$ cat src/rtl/sbm_pkg.sv
`default_nettype none

package sbm_pkg;

  // Fixed field widths of the command and result ports
  localparam int unsigned ItemW    = 32;
  localparam int unsigned SlotOutW = 6;
  localparam int unsigned CfgW     = 7;
  localparam int unsigned StatusW  = 2;

  // Slot count after reset
  localparam int unsigned CfgResetSlots = 64;

  // Command codes
  localparam logic CMD_WRITE = 1'b0;
  localparam logic CMD_READ  = 1'b1;

  // Status codes
  localparam logic [StatusW-1:0] ST_DONE  = 2'd0;
  localparam logic [StatusW-1:0] ST_FULL  = 2'd1;
  localparam logic [StatusW-1:0] ST_EMPTY = 2'd2;

  // Controller to datapath commands
  typedef struct packed {
    logic accept_wr;     // pop free queue head, latch item
    logic accept_rd;     // pop occupied queue head
    logic refuse_full;   // report full, no state change
    logic refuse_empty;  // report empty, no state change
    logic wr_commit;     // append slot to occupied queue, store item
    logic rd_fetch;      // return slot to free queue, read item
    logic rd_finish;     // report read item
  } sbm_cmd_t;

  // Datapath to controller status
  typedef struct packed {
    logic free_empty;
    logic used_empty;
  } sbm_stat_t;

endpackage

`default_nettype wire

$ cat src/rtl/sbm_ram.sv
`default_nettype none

module sbm_ram #(
  parameter int unsigned Width = 8,
  parameter int unsigned Depth = 64
) (
  input  logic                     clk_i,
  input  logic                     we_i,
  input  logic [$clog2(Depth)-1:0] waddr_i,
  input  logic [Width-1:0]         wdata_i,
  input  logic                     re_i,
  input  logic [$clog2(Depth)-1:0] raddr_i,
  output logic [Width-1:0]         rdata_o
);

  logic [Width-1:0] mem_q [Depth];
  logic [Width-1:0] rdata_q;

  // Write port
  always_ff @(posedge clk_i) begin
    if (we_i) begin
      mem_q[waddr_i] <= wdata_i;
    end
  end

  // Registered read port
  always_ff @(posedge clk_i) begin
    if (re_i) begin
      rdata_q <= mem_q[raddr_i];
    end
  end

  assign rdata_o = rdata_q;

endmodule

`default_nettype wire

$ cat src/rtl/sbm_ctrl.sv
`default_nettype none

module sbm_ctrl
  import sbm_pkg::*;
(
  input  logic      clk_i,
  input  logic      rst_ni,
  input  logic      start_i,
  input  logic      command_i,
  input  sbm_stat_t stat_i,
  output sbm_cmd_t  cmd_o,
  output logic      busy_o
);

  typedef enum logic [1:0] {
    StIdle,
    StWrCommit,
    StRdFetch,
    StRdFinish
  } state_e;

  state_e   state_q, state_d;
  logic     busy_q;
  sbm_cmd_t cmd;

  // Decode the next step from state and a new command
  always_comb begin
    cmd     = '0;
    state_d = state_q;
    unique case (state_q)
      StIdle: begin
        if (start_i) begin
          if (command_i == CMD_WRITE) begin
            if (stat_i.free_empty) begin
              cmd.refuse_full = 1'b1;
            end else begin
              cmd.accept_wr = 1'b1;
              state_d       = StWrCommit;
            end
          end else begin
            if (stat_i.used_empty) begin
              cmd.refuse_empty = 1'b1;
            end else begin
              cmd.accept_rd = 1'b1;
              state_d       = StRdFetch;
            end
          end
        end
      end
      StWrCommit: begin
        cmd.wr_commit = 1'b1;
        state_d       = StIdle;
      end
      StRdFetch: begin
        cmd.rd_fetch = 1'b1;
        state_d      = StRdFinish;
      end
      StRdFinish: begin
        cmd.rd_finish = 1'b1;
        state_d       = StIdle;
      end
    endcase
  end

  // Hold state and the busy flag
  always_ff @(posedge clk_i or negedge rst_ni) begin
    if (!rst_ni) begin
      state_q <= StIdle;
      busy_q  <= 1'b0;
    end else begin
      state_q <= state_d;
      busy_q  <= (state_d != StIdle);
    end
  end

  assign cmd_o  = cmd;
  assign busy_o = busy_q;

  // At most one step per cycle
  a_one_step: assert property (@(posedge clk_i) disable iff (!rst_ni)
    $onehot0(cmd))
    else $error("more than one datapath step issued");

  // A write commits in the cycle after acceptance
  a_wr_commit: assert property (@(posedge clk_i) disable iff (!rst_ni)
    cmd.accept_wr |=> cmd.wr_commit)
    else $error("write accepted without commit");

  // A read is fetched and then finishes after acceptance
  a_rd_finish: assert property (@(posedge clk_i) disable iff (!rst_ni)
    cmd.accept_rd |=> cmd.rd_fetch ##1 cmd.rd_finish)
    else $error("read accepted without fetch and finish");

endmodule

`default_nettype wire

$ cat src/rtl/sbm_datapath.sv
`default_nettype none

module sbm_datapath
  import sbm_pkg::*;
#(
  parameter int unsigned SLOTS     = 64,
  parameter int unsigned ITEM_BITS = 32
) (
  input  logic                clk_i,
  input  logic                rst_ni,
  input  sbm_cmd_t            cmd_i,
  output sbm_stat_t           stat_o,
  input  logic                cfg_we_i,
  input  logic [CfgW-1:0]     cfg_data_i,
  input  logic signed [ItemW-1:0] item_value_i,
  output logic                done_o,
  output logic signed [ItemW-1:0] read_value_o,
  output logic [SlotOutW-1:0] slot_used_o,
  output logic [StatusW-1:0]  status_o
);

  localparam int unsigned PtrW = $clog2(SLOTS);
  localparam int unsigned CntW = $clog2(SLOTS + 1);
  localparam int unsigned ResetSlots =
      (CfgResetSlots > SLOTS) ? SLOTS : CfgResetSlots;
  localparam int unsigned ResetBase = (ResetSlots == SLOTS) ? 0 : ResetSlots;

  function automatic logic [PtrW-1:0] ptr_inc(input logic [PtrW-1:0] p);
    ptr_inc = (p == PtrW'(SLOTS - 1)) ? '0 : p + PtrW'(1);
  endfunction

  // Queue pointers and counts
  logic [PtrW-1:0] free_head_q, free_tail_q, used_head_q, used_tail_q;
  logic [CntW-1:0] free_count_q, used_count_q;
  // Free queue fill tracking: entries written since the last reinit start at
  // base_q and span fill_q positions; the rest still hold their own index
  logic [PtrW-1:0] base_q;
  logic [CntW-1:0] fill_q;

  // Per-command payload
  logic [ITEM_BITS-1:0] item_q;
  logic                 hit_q;
  logic [PtrW-1:0]      head_pos_q;
  logic [PtrW-1:0]      slot_q;

  // Result registers
  logic                     done_q;
  logic [ItemW-1:0]         rd_value_q;
  logic [SlotOutW-1:0]      slot_out_q;
  logic [StatusW-1:0]       status_q;

  // Memory read data
  logic [PtrW-1:0]      free_rdata, used_rdata;
  logic [ITEM_BITS-1:0] store_rdata;

  logic [CntW-1:0]      slots_new;
  logic [PtrW-1:0]      base_new;
  logic [CntW-1:0]      head_dist;
  logic                 head_hit;
  logic [PtrW-1:0]      wr_slot;
  logic [63:0]          item_wide;
  logic [63:0]          rd_wide;

  // Clamp the slot count into 1..SLOTS
  always_comb begin
    if (cfg_data_i == '0) begin
      slots_new = CntW'(1);
    end else if (32'(cfg_data_i) > 32'(SLOTS)) begin
      slots_new = CntW'(SLOTS);
    end else begin
      slots_new = CntW'(cfg_data_i);
    end
    base_new = (slots_new == CntW'(SLOTS)) ? '0 : PtrW'(slots_new);
  end

  // Decide whether the free queue head was written since reinit
  always_comb begin
    if (free_head_q >= base_q) begin
      head_dist = CntW'(free_head_q) - CntW'(base_q);
    end else begin
      head_dist = CntW'(free_head_q) + CntW'(SLOTS) - CntW'(base_q);
    end
    head_hit = (head_dist < fill_q);
  end

  assign wr_slot   = hit_q ? free_rdata : head_pos_q;
  assign item_wide = 64'(item_value_i);
  assign rd_wide   = 64'(store_rdata);

  // Queue state
  always_ff @(posedge clk_i or negedge rst_ni) begin
    if (!rst_ni) begin
      free_head_q  <= '0;
      free_tail_q  <= PtrW'(ResetBase);
      free_count_q <= CntW'(ResetSlots);
      used_head_q  <= '0;
      used_tail_q  <= '0;
      used_count_q <= '0;
      base_q       <= PtrW'(ResetBase);
      fill_q       <= '0;
    end else if (cfg_we_i) begin
      free_head_q  <= '0;
      free_tail_q  <= base_new;
      free_count_q <= slots_new;
      used_head_q  <= '0;
      used_tail_q  <= '0;
      used_count_q <= '0;
      base_q       <= base_new;
      fill_q       <= '0;
    end else begin
      if (cmd_i.accept_wr) begin
        free_head_q  <= ptr_inc(free_head_q);
        free_count_q <= free_count_q - CntW'(1);
      end
      if (cmd_i.wr_commit) begin
        used_tail_q  <= ptr_inc(used_tail_q);
        used_count_q <= used_count_q + CntW'(1);
      end
      if (cmd_i.accept_rd) begin
        used_head_q  <= ptr_inc(used_head_q);
        used_count_q <= used_count_q - CntW'(1);
      end
      if (cmd_i.rd_fetch) begin
        free_tail_q  <= ptr_inc(free_tail_q);
        free_count_q <= free_count_q + CntW'(1);
        if (fill_q != CntW'(SLOTS)) begin
          fill_q <= fill_q + CntW'(1);
        end
      end
    end
  end

  // Latch per-command payload
  always_ff @(posedge clk_i) begin
    if (cmd_i.accept_wr) begin
      item_q     <= item_wide[ITEM_BITS-1:0];
      hit_q      <= head_hit;
      head_pos_q <= free_head_q;
    end
    if (cmd_i.rd_fetch) begin
      slot_q <= used_rdata;
    end
  end

  // Result strobe
  always_ff @(posedge clk_i or negedge rst_ni) begin
    if (!rst_ni) begin
      done_q <= 1'b0;
    end else begin
      done_q <= cmd_i.refuse_full | cmd_i.refuse_empty | cmd_i.wr_commit |
                cmd_i.rd_finish;
    end
  end

  // Result payload
  always_ff @(posedge clk_i) begin
    priority if (cmd_i.refuse_full) begin
      rd_value_q <= '0;
      slot_out_q <= '0;
      status_q   <= ST_FULL;
    end else if (cmd_i.refuse_empty) begin
      rd_value_q <= '0;
      slot_out_q <= '0;
      status_q   <= ST_EMPTY;
    end else if (cmd_i.wr_commit) begin
      rd_value_q <= '0;
      slot_out_q <= SlotOutW'(wr_slot);
      status_q   <= ST_DONE;
    end else if (cmd_i.rd_finish) begin
      rd_value_q <= rd_wide[ItemW-1:0];
      slot_out_q <= SlotOutW'(slot_q);
      status_q   <= ST_DONE;
    end
  end

  // Free slot queue
  sbm_ram #(
    .Width (PtrW),
    .Depth (SLOTS)
  ) u_free_ram (
    .clk_i   (clk_i),
    .we_i    (cmd_i.rd_fetch),
    .waddr_i (free_tail_q),
    .wdata_i (used_rdata),
    .re_i    (cmd_i.accept_wr),
    .raddr_i (free_head_q),
    .rdata_o (free_rdata)
  );

  // Occupied slot queue
  sbm_ram #(
    .Width (PtrW),
    .Depth (SLOTS)
  ) u_used_ram (
    .clk_i   (clk_i),
    .we_i    (cmd_i.wr_commit),
    .waddr_i (used_tail_q),
    .wdata_i (wr_slot),
    .re_i    (cmd_i.accept_rd),
    .raddr_i (used_head_q),
    .rdata_o (used_rdata)
  );

  // Item store
  sbm_ram #(
    .Width (ITEM_BITS),
    .Depth (SLOTS)
  ) u_store_ram (
    .clk_i   (clk_i),
    .we_i    (cmd_i.wr_commit),
    .waddr_i (wr_slot),
    .wdata_i (item_q),
    .re_i    (cmd_i.rd_fetch),
    .raddr_i (used_rdata),
    .rdata_o (store_rdata)
  );

  assign stat_o.free_empty = (free_count_q == '0);
  assign stat_o.used_empty = (used_count_q == '0);

  assign done_o       = done_q;
  assign read_value_o = rd_value_q;
  assign slot_used_o  = slot_out_q;
  assign status_o     = status_q;

  // Slots are never created: both queues together hold at most SLOTS
  a_count_bound: assert property (@(posedge clk_i) disable iff (!rst_ni)
    (32'(free_count_q) + 32'(used_count_q)) <= 32'(SLOTS))
    else $error("queue counts exceed slot count");

  // Fill tracking never passes the queue depth
  a_fill_bound: assert property (@(posedge clk_i) disable iff (!rst_ni)
    fill_q <= CntW'(SLOTS))
    else $error("free queue fill count out of range");

  // A successful result leaves a good status on the next cycle
  a_done_status: assert property (@(posedge clk_i) disable iff (!rst_ni)
    (cmd_i.wr_commit || cmd_i.rd_finish) |=> (done_q && status_q == ST_DONE))
    else $error("completed command without done status");

endmodule

`default_nettype wire

$ cat src/rtl/slot_buffer_manager.sv
// Write command: accept, commit, registered strobe; a new command is taken only in idle.
// Read command: accept, fetch, finish, registered strobe; the fetch and finish steps are
//   set by the occupied-queue read followed by the item-store read (registered RAM ports).
// Refused command (full or empty): strobe in the cycle after acceptance; one per cycle.
// Results cannot be held off; busy covers the queue lookups. Reset is asynchronous and
//   takes effect at once with 64 (at most SLOTS) free slots; no clearing pass is needed.
`default_nettype none

module slot_buffer_manager
  import sbm_pkg::*;
#(
  parameter int unsigned SLOTS     = 64,
  parameter int unsigned ITEM_BITS = 32
) (
  input  logic                    clk_i,
  input  logic                    rst_ni,
  input  logic                    start,
  output logic                    busy,
  input  logic                    command_i,
  input  logic signed [ItemW-1:0] item_value_i,
  output logic                    done_o,
  output logic signed [ItemW-1:0] read_value_o,
  output logic [SlotOutW-1:0]     slot_used_o,
  output logic [StatusW-1:0]      status_o,
  input  logic                    cfg_valid_i,
  output logic                    cfg_ready_o,
  input  logic [CfgW-1:0]         cfg_data_i
);

  sbm_cmd_t  cmd;
  sbm_stat_t stat;
  logic      busy_int;

  // Take slot-count writes whenever no command is in flight or being issued
  assign cfg_ready_o = !busy_int && !start;
  assign busy        = busy_int;

  sbm_ctrl u_ctrl (
    .clk_i     (clk_i),
    .rst_ni    (rst_ni),
    .start_i   (start),
    .command_i (command_i),
    .stat_i    (stat),
    .cmd_o     (cmd),
    .busy_o    (busy_int)
  );

  sbm_datapath #(
    .SLOTS     (SLOTS),
    .ITEM_BITS (ITEM_BITS)
  ) u_datapath (
    .clk_i        (clk_i),
    .rst_ni       (rst_ni),
    .cmd_i        (cmd),
    .stat_o       (stat),
    .cfg_we_i     (cfg_valid_i && cfg_ready_o),
    .cfg_data_i   (cfg_data_i),
    .item_value_i (item_value_i),
    .done_o       (done_o),
    .read_value_o (read_value_o),
    .slot_used_o  (slot_used_o),
    .status_o     (status_o)
  );

endmodule

`default_nettype wire
$ cat config.mk
export PLATFORM = sky130hd
export DESIGN_NAME = slot_buffer_manager
export DESIGN_NICKNAME = d
export VERILOG_FILES = /design/src/rtl/sbm_pkg.sv /design/src/rtl/sbm_ram.sv /design/src/rtl/sbm_ctrl.sv /design/src/rtl/sbm_datapath.sv /design/src/rtl/slot_buffer_manager.sv
export SDC_FILE = /design/constraint.sdc
export NUM_CORES = 2
export LEC_CHECK = 0
export BUFFER_PORTS_ARGS = -buffer_cell sky130_fd_sc_hd__buf_4
export CAP_MARGIN = 20
export CORE_MARGIN = 2
export CORE_UTILIZATION = 35
export DETAILED_ROUTE_END_ITERATION = 6
export PLACE_DENSITY = 0.5
export SLEW_MARGIN = 20
export SYNTH_ARGS = -nofsm -noshare
export SYNTH_HDL_FRONTEND = slang
export SYNTH_SLANG_ARGS = --single-unit
export TNS_END_PERCENT = 30
$ cat constraint.sdc
create_clock -name clk_i -period 5 [get_ports clk_i]
set_input_delay 0.5 -clock clk_i [delete_from_list [all_inputs] [get_ports clk_i]]
set_output_delay 0.5 -clock clk_i [all_outputs]
set_load 0.01 [all_outputs]
==> impl_metrics.yaml <==
clocking:
  root_buffer: "clkbuf_16"
  cts_tree: "yes"
  cts_resized: 0
  clock_latency_ps: 930
  cts_max_level: 5
  clk_path_buf_depth: 4
  postCtsSetupRepairBufs: 0
  cts_hold_buffers: 39
  cts_made_buffers: 329
  clkTransAtPathRegs_ps: 60
  cts.sinks: 3000
cells_and_area:
  fillers: 28770
  area_delta_synth_final_pct: 15.77
  finalNonFillerCells: 10170
  multiInputGateArea_sq_mm: 0.02504
  seqCellArea_sq_mm: 0.08943
  final_common_cell: "edfxtp_1"
  final_cell_area_sq_mm: 0.1334
  final_cell_mix: "edfxtp_1, mux4_2, clkbuf_16"
  drive_gt1_share_pct: 27.87
  fin_util_pct: 40.76
  final_nets: 5647
worst_hold_path:
  hold_path.class: "in2reg"
  min_from: "cfg_data_i[0]"
power_and_ir_drop:
  cellPowerDensity_mw_per_mm2: 490.8
  fin_total_pwr_mw: 65.49
  p_switching_mw: 17.70
  peakVddDrop_mv: 0.2754
  clkPwrFrac_pct: 36.6
  netSwitchingFraction_pct: 27.03
  p_int_mw: 47.79
  power_leakage_nw: 41.18
  comb_power_share_pct: 17.7
  p_seq_share_pct: 45.7
logic_synthesis:
  synth_flop_cell: "edfxtp_1"
  ys_seq_area_share_pct: 77.57
  ys_types: 62
  synth_edf_count: 2905
  async_flop_share_pct: 1.833
  synth_seq_cells: 3000
  yosys_warnings: 0
  syn_area_per_cell_sq_um: 22.19
  syn_nets: 5270
  synthesis.area_sq_mm: 0.1153
  syn_inst: 5194
route:
  routed_wl_um: 296200
  drc_errors: 0
  vias: 54420
  drt_first_pass_iters: 6
  via_per_inst: 5.349
  wire_per_inst_um: 29.12
  drtIter0Drc: 6025
  postRouteAntennaNets: 0
placement:
  place_ws_ps: 1325
  hpwl_um: 171100
  dpl_cell_area_sq_mm: 0.1224
  gp_congestion: 0.7839
  place_inst: 9547
  io_buffers: 86
worst_setup_path:
  crit_start: "u_ctrl.state_q[1]"
  reg2reg_depth: 10
  path_depth: 10
  path_cells: "nor4bb_1, nand2_1, clkinv_1, fa_1, a21o_1, a21oi_1, o21bai_1, a21oi_1, mux2i_1, mux2i_1"
  cp_slowest_stage_delay_ps: 690
  crit_path_end_kind: "flip-flop"
  crit_buf_inv: 1
  crit_type: "reg2reg"
  r2r_start: "u_ctrl.state_q[1]"
  crit_path_max_fanout: 21
  cpMaxStageDelayCell: "fa_1"
  timing.rr.end: "u_datapath.used_count_q[6]"
  cp-start-kind: "flip-flop"
  crit_end: "u_datapath.used_count_q[6]"
  required_ps: 5820
  rrSetupSlack_ps: 1300
  cp.arrival_ps: 4530
  cp_top_family: "compound AO/OA/AOI/OAI gates"
floorplanning:
  die_h_um: 577.9
  ios: 87
  die-area_sq_mm: 0.3339
  initial_core_util_pct: 35.21
  core_sq_mm: 0.3274
  rows: 210
  fp.dieW_um: 577.9
global_route:
  grt_overflow_total: 0
  grt_pass1_wl_um: 421500
  grt_pass1_vias: 56550
  antenna_found_initial: 16
  grt_max_degree: 103
  track_usage_pct: 17.61
timing:
  finClkSkew_ps: 39.85
  layout_setup_ws_ps: 1299
  tns_ps: 0
  holdWs_ps: 79.14
  final_hold_viol_count: 0
  rsz0062_at_grt: "false"
  setup_viol: 0
  drv_slew: 0
  worstMarginPinSlew_ps: 1078
  max_freq_mhz: 270.2
  finalCritPeriodShare_pct: 74.03
  period_needed_ps: 3701
  slew_headroom_pct: 27.95
status:
  outcome: "complete, no violations"
run:
  max-cap-violations: 0
-- worst min-delay path, stage by stage --
cell,delay [ps]
buf_4,80
o21ai_0,250
nand2_1,130
-- power by group through the flow --
stage          Clock (mW)  Combinational (mW)  Sequential (mW)
2_1_floorplan           0                7.24             30.4
3_3_place_gp            0                11.7             30.4
3_5_place_dp            0                11.8             30.4
4_1_cts              24.5                11.8             29.9
5_1_grt              25.5                12.5             30.0
6_report             24.0                11.6             29.9
-- routing by layer --
layer / global-route usage, % / part of all wire, % / routed length [um]
met5: 0 / 0 / 0
met4: 4.432 / 2.3 / 6844
met3: 3.241 / 6.4 / 18890
met2: 28.00 / 48 / 140800
met1: 25.08 / 44 / 129700
-- worst min path at each step --
stage	to	slack, ps	cells past startpoint
2_1_floorplan	u_ctrl.busy_o	200	0
3_3_place_gp	u_datapath.read_value_o[28]	450	2
3_5_place_dp	u_datapath.read_value_o[24]	450	2
4_1_cts	u_datapath.base_q[0]	20	3
5_1_grt	u_datapath.status_o[0]	50	4
6_report	u_datapath.base_q[0]	80	3
-- Yosys cell counts (all sizes together) (5+ instances only) --
| library cell | n | area [sq um] |
|---|---|---|
| xor2 | 8 | 70.07 |
| a21o | 9 | 67.56 |
| edfxtp | 2905 | 87230 |
| inv | 31 | 116.4 |
| nand2 | 167 | 626.9 |
| a21oi | 97 | 485.5 |
| buf | 135 | 703.2 |
| o22ai | 74 | 462.9 |
| or3 | 10 | 62.56 |
| a31oi | 12 | 75.07 |
| mux4 | 812 | 18290 |
| dfrtp | 54 | 1351 |
| nor3 | 32 | 160.2 |
| dfxtp | 40 | 800.8 |
| a22oi | 17 | 127.6 |
| nand3b | 15 | 112.6 |
| nand2b | 13 | 81.33 |
| ha | 29 | 362.9 |
| o21ai | 41 | 205.2 |
| nand4 | 6 | 37.54 |
| mux2i | 78 | 780.8 |
| xnor2 | 15 | 131.4 |
| mux2 | 5 | 56.30 |
| nor4 | 6 | 37.54 |
| nor2 | 285 | 1070 |
| nor2b | 24 | 150.1 |
| nand3 | 30 | 150.1 |
| clkbuf | 132 | 495.5 |
| o221ai | 34 | 297.8 |
| and2 | 5 | 31.28 |
| a211oi | 22 | 165.2 |
-- cells by family (layout without fill, tap and decap cells) --
| group | count (synthesis) | after routing | share of synthesized area, % |
|---|---|---|---|
| AO/OA/AOI/OAI | 339 | 339 | 1.879 |
| XOR/XNOR | 23 | 23 | 0.1748 |
| adder cells (fa/ha/maj) | 32 | 32 | 0.3669 |
| buffers and inverters | 300 | 929 | 1.147 |
| flip-flops | 3000 | 3000 | 77.57 |
| multiplexers | 895 | 895 | 16.59 |
| other | 0 | 5 | 0 |
| AND/OR/NAND/NOR | 605 | 605 | 2.269 |
-- layout make-up --
cell class / instances / area share, %
Sequential cell: 3000 / 67.02
Multi-Input combinational cell: 1894 / 18.76
Clock buffer: 413 / 6.460
Tap cell: 4346 / 4.075
Timing Repair Buffer: 313 / 2.105
Clock inverter: 170 / 1.477
Inverter: 33 / 0.09283
Antenna cell: 5 / 0.009377
-- registers in the layout, indices dropped and copies added (netlist names), 7 cells and up --
signal,count
u_datapath.u_store_ram.rdata_o,32
u_datapath.item_q,32
u_datapath.u_free_ram.mem_q,384
u_datapath.used_count_q,7
u_datapath.u_used_ram.mem_q,384
u_datapath.read_value_o,32
u_datapath.fill_q,7
u_datapath.u_store_ram.mem_q,2048
u_datapath.free_count_q,7
(Power assumes the default switching activity.)
